### src/rtl/core/pnu_pkg.sv
// Shared constants, types and helpers for the packed nearest-neighbor 2x upsampler.
package pnu_pkg;

  localparam int MAX_WIDTH   = 62;
  localparam int SAMPLE_BITS = 16;
  localparam int CHAN_LIMIT  = 1024;
  localparam int Q_DEPTH     = 2;

  localparam int WIDTH_BITS = 6;
  localparam int CCNT_BITS  = 11;
  localparam int CHAN_BITS  = 10;
  localparam int ADDR_BITS  = 24;
  localparam int HALF_BITS  = 16;
  localparam int WORD_BITS  = 32;
  localparam int IDX_BITS   = $clog2(MAX_WIDTH);
  localparam int PADDR_BITS = 3;
  localparam int PDATA_BITS = 32;

  localparam logic [HALF_BITS-1:0] SAMPLE_MASK =
    HALF_BITS'((32'd1 << SAMPLE_BITS) - 32'd1);

  typedef enum logic {
    REG_ROW_WIDTH  = 1'b0,
    REG_CHAN_COUNT = 1'b1
  } reg_index_t;

  typedef struct packed {
    logic [HALF_BITS-1:0]  sample_a;
    logic [HALF_BITS-1:0]  sample_b;
    logic                  two;
    logic [IDX_BITS-1:0]   idx_a;
    logic [WIDTH_BITS-1:0] size;
    logic [ADDR_BITS-1:0]  row_base;
    logic                  replay;
    logic                  done;
  } cmd_t;

endpackage

### src/rtl/core/packed_nearest_upsample_2x.sv
// Top level of the packed nearest-neighbor 2x upsampler.
//
// Channel  Dir  Handshake            Payload
// s_*      in   s_tvalid / s_tready  s_tdata[31:0] in_word
// m_*      out  m_tvalid / m_tready  m_tdata[23:0] out_addr, [55:24] out_word;
//                                    m_tlast run_last; m_tuser map_done
// APB      in   psel / penable       reg 0 row_width at 0x0, reg 1 channel_count at 0x4
//
// The front end takes one request per cycle while the two-entry queue has room.
// The back end delivers one result per cycle when not stalled: one or two per request and,
// at each row end, a line store read followed by one replay result per sample of the row.
// The single output register and the line store read port set the result rate.
// Reset is synchronous and active high; a register write restarts the map at its origin.
// Stalls on the result side fill the queue and then hold off new requests.
module packed_nearest_upsample_2x (
  input  logic        clk,
  input  logic        rst,
  input  logic        s_tvalid,
  output logic        s_tready,
  input  logic [31:0] s_tdata,   // [31:0] in_word
  output logic        m_tvalid,
  input  logic        m_tready,
  output logic [55:0] m_tdata,   // [23:0] out_addr, [55:24] out_word
  output logic        m_tlast,
  output logic        m_tuser,   // [0] map_done
  input  logic        psel,
  input  logic        penable,
  input  logic        pwrite,
  input  logic [2:0]  paddr,
  input  logic [31:0] pwdata,
  output logic [31:0] prdata,
  output logic        pready
);
  import pnu_pkg::*;

  cmd_t                 front_cmd;
  cmd_t                 head_cmd;
  logic                 q_full;
  logic                 head_valid;
  logic                 pop;
  logic                 in_fire;
  logic [ADDR_BITS-1:0] out_addr;
  logic [WORD_BITS-1:0] out_word;

  assign pready   = 1'b1;
  assign s_tready = !q_full;
  assign in_fire  = s_tvalid && s_tready;
  assign m_tdata  = {out_word, out_addr};

  pnu_front u_front (
    .clk    (clk),
    .rst    (rst),
    .psel   (psel),
    .penable(penable),
    .pwrite (pwrite),
    .paddr  (paddr),
    .pwdata (pwdata),
    .prdata (prdata),
    .in_fire(in_fire),
    .in_word(s_tdata),
    .cmd    (front_cmd)
  );

  pnu_queue u_queue (
    .clk       (clk),
    .rst       (rst),
    .push      (in_fire),
    .push_cmd  (front_cmd),
    .full      (q_full),
    .pop       (pop),
    .head_valid(head_valid),
    .head_cmd  (head_cmd)
  );

  pnu_back u_back (
    .clk       (clk),
    .rst       (rst),
    .head_valid(head_valid),
    .head_cmd  (head_cmd),
    .pop       (pop),
    .m_tvalid  (m_tvalid),
    .m_tready  (m_tready),
    .out_addr  (out_addr),
    .out_word  (out_word),
    .m_tlast   (m_tlast),
    .m_tuser   (m_tuser)
  );

endmodule

### src/rtl/core/pnu_ram.sv
// Generic single-write, single-read RAM with registered read data.
module pnu_ram #(
  parameter int WIDTH = 16,
  parameter int DEPTH = 62
) (
  input  logic                     clk,
  input  logic                     we,
  input  logic [$clog2(DEPTH)-1:0] waddr,
  input  logic [WIDTH-1:0]         wdata,
  input  logic                     re,
  input  logic [$clog2(DEPTH)-1:0] raddr,
  output logic [WIDTH-1:0]         rdata
);

  logic [WIDTH-1:0] mem [DEPTH];

  always_ff @(posedge clk) begin
    if (we) begin
      mem[waddr] <= wdata;
    end
    if (re) begin
      rdata <= mem[raddr];
    end
  end

endmodule

### src/rtl/core/pnu_front.sv
// Front end: configuration registers, map position tracking and request classification.
module pnu_front (
  input  logic                         clk,
  input  logic                         rst,
  input  logic                         psel,
  input  logic                         penable,
  input  logic                         pwrite,
  input  logic [pnu_pkg::PADDR_BITS-1:0] paddr,
  input  logic [pnu_pkg::PDATA_BITS-1:0] pwdata,
  output logic [pnu_pkg::PDATA_BITS-1:0] prdata,
  input  logic                         in_fire,
  input  logic [pnu_pkg::WORD_BITS-1:0] in_word,
  output pnu_pkg::cmd_t                cmd
);
  import pnu_pkg::*;

  logic [WIDTH_BITS-1:0] row_width;
  logic [CCNT_BITS-1:0]  channel_count;
  logic [CHAN_BITS-1:0]  chan_index;
  logic [WIDTH_BITS-1:0] row_index;
  logic [WIDTH_BITS-1:0] word_index;
  logic                  odd;
  logic [ADDR_BITS-1:0]  out_row_base;

  logic                  cfg_wr;
  reg_index_t            reg_sel;
  logic [WIDTH_BITS-1:0] size;
  logic [CCNT_BITS-1:0]  eff_chan;
  logic [WIDTH_BITS-1:0] len;
  logic [WIDTH_BITS-1:0] k;
  logic [WIDTH_BITS:0]   i0;
  logic [WIDTH_BITS:0]   i1;
  logic                  valid0;
  logic                  valid1;
  logic                  replay;
  logic                  row_wrap;
  logic                  map_end;
  logic [HALF_BITS-1:0]  half0;
  logic [HALF_BITS-1:0]  half1;

  assign cfg_wr  = psel && penable && pwrite;
  assign reg_sel = reg_index_t'(paddr[2]);

  always_comb begin
    case (reg_sel)
      REG_ROW_WIDTH:  prdata = PDATA_BITS'(row_width);
      REG_CHAN_COUNT: prdata = PDATA_BITS'(channel_count);
      default:        prdata = '0;
    endcase
  end

  always_comb begin
    if (row_width == '0) begin
      size = WIDTH_BITS'(1);
    end else if (row_width > WIDTH_BITS'(MAX_WIDTH)) begin
      size = WIDTH_BITS'(MAX_WIDTH);
    end else begin
      size = row_width;
    end
    if (channel_count == '0) begin
      eff_chan = CCNT_BITS'(1);
    end else if (channel_count > CCNT_BITS'(CHAN_LIMIT)) begin
      eff_chan = CCNT_BITS'(CHAN_LIMIT);
    end else begin
      eff_chan = channel_count;
    end
  end

  always_comb begin
    len      = WIDTH_BITS'(({1'b0, size} + (WIDTH_BITS+1)'(odd) + (WIDTH_BITS+1)'(1)) >> 1);
    k        = (word_index >= len) ? '0 : word_index;
    i0       = {k, 1'b0} - (WIDTH_BITS+1)'(odd);
    i1       = {k, 1'b0} + (WIDTH_BITS+1)'(1) - (WIDTH_BITS+1)'(odd);
    valid0   = !((k == '0) && odd) && (i0 < {1'b0, size});
    valid1   = i1 < {1'b0, size};
    replay   = k == len - WIDTH_BITS'(1);
    row_wrap = ({1'b0, row_index} + (WIDTH_BITS+1)'(1)) >= {1'b0, size};
    map_end  = row_wrap && ((CCNT_BITS'(chan_index) + CCNT_BITS'(1)) >= eff_chan);
    half0    = in_word[HALF_BITS-1:0] & SAMPLE_MASK;
    half1    = in_word[WORD_BITS-1:HALF_BITS] & SAMPLE_MASK;
  end

  always_comb begin
    cmd.sample_a = valid0 ? half0 : half1;
    cmd.sample_b = half1;
    cmd.two      = valid0 && valid1;
    cmd.idx_a    = valid0 ? IDX_BITS'(i0) : IDX_BITS'(i1);
    cmd.size     = size;
    cmd.row_base = out_row_base;
    cmd.replay   = replay;
    cmd.done     = replay && map_end;
  end

  always_ff @(posedge clk) begin
    if (rst) begin
      row_width     <= WIDTH_BITS'(13);
      channel_count <= CCNT_BITS'(128);
      chan_index    <= '0;
      row_index     <= '0;
      word_index    <= '0;
      odd           <= 1'b0;
      out_row_base  <= '0;
    end else if (cfg_wr) begin
      case (reg_sel)
        REG_ROW_WIDTH:  row_width <= pwdata[WIDTH_BITS-1:0];
        REG_CHAN_COUNT: channel_count <= pwdata[CCNT_BITS-1:0];
        default: ;
      endcase
      chan_index   <= '0;
      row_index    <= '0;
      word_index   <= '0;
      odd          <= 1'b0;
      out_row_base <= '0;
    end else if (in_fire) begin
      if (replay) begin
        word_index <= '0;
        if (map_end) begin
          chan_index   <= '0;
          row_index    <= '0;
          odd          <= 1'b0;
          out_row_base <= '0;
        end else begin
          odd          <= odd ^ size[0];
          out_row_base <= out_row_base + ADDR_BITS'({size, 1'b0});
          if (row_wrap) begin
            row_index  <= '0;
            chan_index <= chan_index + CHAN_BITS'(1);
          end else begin
            row_index <= row_index + WIDTH_BITS'(1);
          end
        end
      end else begin
        word_index <= k + WIDTH_BITS'(1);
      end
    end
  end

endmodule

### src/rtl/core/pnu_queue.sv
// Short request queue between the front end and the back end.
module pnu_queue (
  input  logic          clk,
  input  logic          rst,
  input  logic          push,
  input  pnu_pkg::cmd_t push_cmd,
  output logic          full,
  input  logic          pop,
  output logic          head_valid,
  output pnu_pkg::cmd_t head_cmd
);
  import pnu_pkg::*;

  localparam int PTR_BITS = (Q_DEPTH > 1) ? $clog2(Q_DEPTH) : 1;
  localparam int CNT_BITS = $clog2(Q_DEPTH + 1);

  cmd_t                entries [Q_DEPTH];
  logic [PTR_BITS-1:0] wr_ptr;
  logic [PTR_BITS-1:0] rd_ptr;
  logic [CNT_BITS-1:0] count;
  logic                do_push;
  logic                do_pop;

  assign full       = count == CNT_BITS'(Q_DEPTH);
  assign head_valid = count != '0;
  assign head_cmd   = entries[rd_ptr];
  assign do_push    = push && !full;
  assign do_pop     = pop && head_valid;

  always_ff @(posedge clk) begin
    if (do_push) begin
      entries[wr_ptr] <= push_cmd;
    end
    if (rst) begin
      wr_ptr <= '0;
      rd_ptr <= '0;
      count  <= '0;
    end else begin
      if (do_push) begin
        wr_ptr <= (wr_ptr == PTR_BITS'(Q_DEPTH - 1)) ? '0 : wr_ptr + PTR_BITS'(1);
      end
      if (do_pop) begin
        rd_ptr <= (rd_ptr == PTR_BITS'(Q_DEPTH - 1)) ? '0 : rd_ptr + PTR_BITS'(1);
      end
      count <= count + CNT_BITS'(do_push) - CNT_BITS'(do_pop);
    end
  end

endmodule

### src/rtl/core/pnu_back.sv
// Back end: emits sample results, fills the line store and replays the odd output row.
module pnu_back (
  input  logic                          clk,
  input  logic                          rst,
  input  logic                          head_valid,
  input  pnu_pkg::cmd_t                 head_cmd,
  output logic                          pop,
  output logic                          m_tvalid,
  input  logic                          m_tready,
  output logic [pnu_pkg::ADDR_BITS-1:0] out_addr,
  output logic [pnu_pkg::WORD_BITS-1:0] out_word,
  output logic                          m_tlast,
  output logic                          m_tuser
);
  import pnu_pkg::*;

  typedef enum logic [1:0] {
    ST_SAMPLE,
    ST_READ,
    ST_REPLAY
  } state_t;

  state_t                state;
  logic                  sel;
  logic [IDX_BITS-1:0]   rep_idx;
  logic [ADDR_BITS-1:0]  rep_addr;

  logic                  slot_free;
  logic                  last_sample;
  logic                  last_replay;
  logic [HALF_BITS-1:0]  cur_sample;
  logic [IDX_BITS-1:0]   cur_idx;
  logic                  ram_we;
  logic                  ram_re;
  logic [IDX_BITS-1:0]   ram_raddr;
  logic [HALF_BITS-1:0]  ram_rdata;
  logic                  emit;

  assign slot_free   = !m_tvalid || m_tready;
  assign last_sample = !head_cmd.two || sel;
  assign last_replay = rep_idx == IDX_BITS'(head_cmd.size - WIDTH_BITS'(1));
  assign cur_sample  = sel ? head_cmd.sample_b : head_cmd.sample_a;
  assign cur_idx     = head_cmd.idx_a + IDX_BITS'(sel);

  always_comb begin
    ram_we    = 1'b0;
    ram_re    = 1'b0;
    ram_raddr = '0;
    pop       = 1'b0;
    emit      = 1'b0;
    case (state)
      ST_SAMPLE: begin
        ram_we = head_valid && slot_free;
        emit   = head_valid && slot_free;
        pop    = head_valid && slot_free && last_sample && !head_cmd.replay;
      end
      ST_READ: begin
        ram_re = 1'b1;
      end
      ST_REPLAY: begin
        if (slot_free) begin
          emit      = 1'b1;
          pop       = last_replay;
          ram_re    = !last_replay;
          ram_raddr = rep_idx + IDX_BITS'(1);
        end
      end
      default: ;
    endcase
  end

  pnu_ram #(
    .WIDTH(HALF_BITS),
    .DEPTH(MAX_WIDTH)
  ) u_line_store (
    .clk  (clk),
    .we   (ram_we),
    .waddr(cur_idx),
    .wdata(cur_sample),
    .re   (ram_re),
    .raddr(ram_raddr),
    .rdata(ram_rdata)
  );

  always_ff @(posedge clk) begin
    if (rst) begin
      state    <= ST_SAMPLE;
      sel      <= 1'b0;
      rep_idx  <= '0;
      rep_addr <= '0;
      m_tvalid <= 1'b0;
      out_addr <= '0;
      out_word <= '0;
      m_tlast  <= 1'b0;
      m_tuser  <= 1'b0;
    end else begin
      m_tvalid <= emit || (m_tvalid && !m_tready);
      case (state)
        ST_SAMPLE: begin
          if (head_valid && slot_free) begin
            out_addr <= head_cmd.row_base + ADDR_BITS'(cur_idx);
            out_word <= {cur_sample, cur_sample};
            m_tlast  <= last_sample && !head_cmd.replay;
            m_tuser  <= 1'b0;
            if (last_sample) begin
              sel <= 1'b0;
              if (head_cmd.replay) begin
                state <= ST_READ;
              end
            end else begin
              sel <= 1'b1;
            end
          end
        end
        ST_READ: begin
          rep_idx  <= '0;
          rep_addr <= head_cmd.row_base + ADDR_BITS'(head_cmd.size);
          state    <= ST_REPLAY;
        end
        ST_REPLAY: begin
          if (slot_free) begin
            out_addr <= rep_addr;
            out_word <= {ram_rdata, ram_rdata};
            m_tlast  <= last_replay;
            m_tuser  <= last_replay && head_cmd.done;
            if (last_replay) begin
              state <= ST_SAMPLE;
            end else begin
              rep_idx  <= rep_idx + IDX_BITS'(1);
              rep_addr <= rep_addr + ADDR_BITS'(1);
            end
          end
        end
        default: state <= ST_SAMPLE;
      endcase
    end
  end

endmodule

### config.mk
export PLATFORM = sky130hd
export DESIGN_NAME = packed_nearest_upsample_2x
export DESIGN_NICKNAME = d
export VERILOG_FILES = /design/src/rtl/core/pnu_pkg.sv /design/src/rtl/core/packed_nearest_upsample_2x.sv /design/src/rtl/core/pnu_ram.sv /design/src/rtl/core/pnu_front.sv /design/src/rtl/core/pnu_queue.sv /design/src/rtl/core/pnu_back.sv
export SDC_FILE = /design/constraint.sdc
export NUM_CORES = 2
export LEC_CHECK = 0
export BUFFER_PORTS_ARGS = -buffer_cell sky130_fd_sc_hd__buf_2
export CAP_MARGIN = 40
export CORE_MARGIN = 3
export CORE_UTILIZATION = 28
export CTS_BUF_LIST = sky130_fd_sc_hd__clkbuf_4
export CTS_CLUSTER_SIZE = 30
export DETAILED_ROUTE_END_ITERATION = 10
export PLACE_DENSITY = 0.47
export SLEW_MARGIN = 20
export SYNTH_ARGS = -nofsm -noshare
export SYNTH_HDL_FRONTEND = slang
export SYNTH_SLANG_ARGS = --single-unit
### constraint.sdc
create_clock -name clk -period 17.7 [get_ports clk]
set_clock_uncertainty 0.15 [all_clocks]
set_input_delay 2.655 -clock clk [delete_from_list [all_inputs] [get_ports clk]]
set_output_delay 2.655 -clock clk [all_outputs]
set_load 0.02 [all_outputs]
==> reports/results.ini <==
[logic_synthesis]
ys_async_sr_fraction_pct=0
ys_seq_elements=1292
yosys_warnings=0
avgSynthCellArea_sq_um=12.9
yosys-top-cells-area=edfxtp_1, dfxtp_1, mux2_2
synth.distinct_cells=82
synth_top_area_cell=edfxtp_1
yosysSeqAreaShare_pct=65.3
synthFlopType=edfxtp_1
syn_inst=4422
synth_top_area_share_pct=60.3
synth_edf_count=1148
netlist_area_sq_mm=0.0572

[setup_path]
cp.arrival_ps=8200
crit_start=u_front.row_width[4]$_SDFFE_PP0P_
cp_max_fo=23
critPathKind=reg -> reg
reg2reg_to=u_queue.entries[0][36]$_DFFE_PP_
cp-endpoint=u_queue.entries[0][36]$_DFFE_PP_
critPathLaunchType=flip-flop
required_ps=18500
rr_worst_depth=25
r2r-start=u_front.row_width[4]$_SDFFE_PP0P_
ff2ff_setup_slack_ps=10300
endpoint_kind=flip-flop

[global_route]
use_met1_pct=19.6
grt_usage_pct=15.4
grt_pass1_wl_microns=245000
gr-max-usage-layer=met2
met2_usage_pct=26.1
grt_pass1_vias=37700
overflow=0
met3_usage_pct=3.03
grt_max_degree=167
antenna_found_initial=5

[power_and_ir_drop]
leakage_nw=21.2
power_density_mw_per_mm2=127
ir_worst_vdd_mv=0.0955
p_sw_w=0.00258
comb_power_share_pct=20.3
p_int_w=0.00582
p_seq_share_pct=47.6
swShare_pct=30.7
p_clk_share_pct=32.1

[cts]
clkTransAtPathRegs_ps=70
cts-root-buf=clkbuf_4
cts_tree=yes
cts_resized=0
h-tree-depth=5
hold_buffers=0
clkSinkCount=1292
numCtsBuffers=369
cts_max_path_buffers=4
post_cts_buffers=0
insertion_delay_ps=1290

[outcome]
status=completed

[finish]
fillCellCount=20300
synthToLayoutAreaGrowth_pct=15.2
nNetsFinal=4865
layout_common_cells=edfxtp_1, clkbuf_4, nand2_1, a21oi_1, a211oi_1
final_common_cell=edfxtp_1
finish.utilization_pct=32.5
drive_above_1_share_pct=22.6

[timing]
whs_ps=307
final_max_slew_viol_count=0
hold_viol_final=0
clock.fmax_mhz=135
slew_headroom_pct=34.3
finalCriticalPeriod_ps=7400
finalSetupTns_ps=0
fin_ws_ps=10300
worst_pin_slew_ps=986
rsz0062_at_grt=no
setup-violations-final=0
period_share_pct=41.8

[routing]
routed_wl_microns=166000
drt_pass1_iterations=5
drt.antenna.violating_nets=0
routedWlPerCell_microns=21.6
vias_per_cell=5.00
vias=38200
drc=0
first_iter_violations=2817

[flow_run]
drv_cap=0

[floorplan]
die_w_microns=458
num_io_pins=167
die_y_microns=458
dieArea_sq_mm=0.210
rows=165
initial_core_util_pct=28.2
core_sq_mm=0.203

[worst_hold_path]
hold_start=u_front.out_row_base[6]$_SDFFE_PP0P_
hold_path_class=reg -> reg

[placement]
dp_hpwl_microns=98100
portBuffers=121
pre_cts_slack_ps=9960
gp_congestion=0.787

==> routing by layer <==
layer  share of wire, %  vias up
met4                2.6        0
met3                5.3      247
met5                  0        -
met1                 43    19000
met2                 49     1084
li1                   -    17900
==> worst min path at each step <==
stage / end / depth (start not counted)
2_1_floorplan: u_queue.entries[0][25]$_DFFE_PP_ / 0
3_3_place_gp: u_back.out_addr[23]$_SDFFE_PP0P_ / 2
3_5_place_dp: u_back.out_addr[23]$_SDFFE_PP0P_ / 2
4_1_cts: u_queue.entries[1][24]$_DFFE_PP_ / 0
5_1_grt: u_queue.entries[0][25]$_DFFE_PP_ / 0
6_report: u_queue.entries[1][8]$_DFFE_PP_ / 0
==> critical path, stage by stage (launching register included) <==
cell      delay [ps]
dfxtp_1          480
inv_1            390
a41oi_1          170
a21oi_1          610
inv_1            150
ha_1             230
nand3b_1         230
xnor2_2          260
ha_1             290
a21oi_1          140
o21ai_0          120
maj3_2           330
a311oi_4         410
buf_6            250
nand2_1          180
ha_1             280
a21boi_0         570
xnor2_1          160
ha_1             290
o21a_1           110
o21ai_0          170
nand2b_1          80
a21oi_1          140
and4_1           190
buf_4            330
mux2_2           400
==> sequential cells by signal, summed over array words and instances (netlist names), 2 cells and up, named ones only <==
register                   flops
u_back.out_addr               24
u_back.out_word               16
u_back.rep_addr               24
u_back.rep_idx                 6
u_back.state                   2
u_back.u_line_store.mem      992
u_back.u_line_store.rdata     16
u_front.chan_index            10
u_front.channel_count         11
u_front.out_row_base          23
u_front.row_index              6
u_front.row_width              6
u_front.word_index             6
u_queue.count                  2
u_queue.entries              140
==> cell families after synthesis <==
kind of cell	synth area share [%]
fa+ha+maj	1.63
compound gates	13.6
buf+inv	3.05
flops	65.3
xor+xnor	1.41
other cells	0.0131
simple gates	9.32
mux	5.61
==> cells in the mapped netlist (all sizes together), types with 5 or more instances <==
cell and n:
o21a 7, nand4b 5, a211o 6, xor2 29, nand3b 200, and3 17
dfxtp 144, o32ai 6, nor3 28, or3 10, a211oi 282, o31ai 6
nor2b 71, buf 105, clkbuf 258, nor2 194, o21bai 7, mux2 221
or2 11, nand2 340, o21ai 255, nand2b 19, nand4 20, edfxtp 1148
and2 16, or4 7, a21oi 326, o211ai 14, nor4 18, nand3 64
o22ai 200, ha 68, inv 46, a311oi 47, xnor2 59, mux4 16
a22oi 7, a21o 8, a31oi 44, mux2i 36
==> stage by stage <==
step	total power [W]	std cells	area [sq um]
global route	0.00884	7654	65900
detailed placement	0.00578	7019	61300
finish	0.00840	7654	65900
CTS	0.00852	7647	65800
floorplan	0.00494	4443	57300
global placement	0.00566	6987	60700
==> power groups by stage <==
stage          registers [W]  clock network [W]  logic (W)
2_1_floorplan        0.00407                  0   0.000864
3_3_place_gp         0.00407                  0    0.00159
3_5_place_dp         0.00406                  0    0.00172
4_1_cts              0.00400            0.00280    0.00173
5_1_grt              0.00401            0.00298    0.00186
6_report             0.00399            0.00270    0.00171
==> cell type report <==
class	instances	area, sq um	share of cell area, %
inverter	48	180	0.273
timing repair buffer	270	2200	3.33
tap	2672	3340	5.07
antenna	4	10.0	0.0152
clock inverter	70	327	0.496
multi-input combinational	2740	18300	27.7
clock buffer	558	4190	6.36
sequential	1292	37400	56.7
Note: power is estimated with default switching activity, not from simulation.
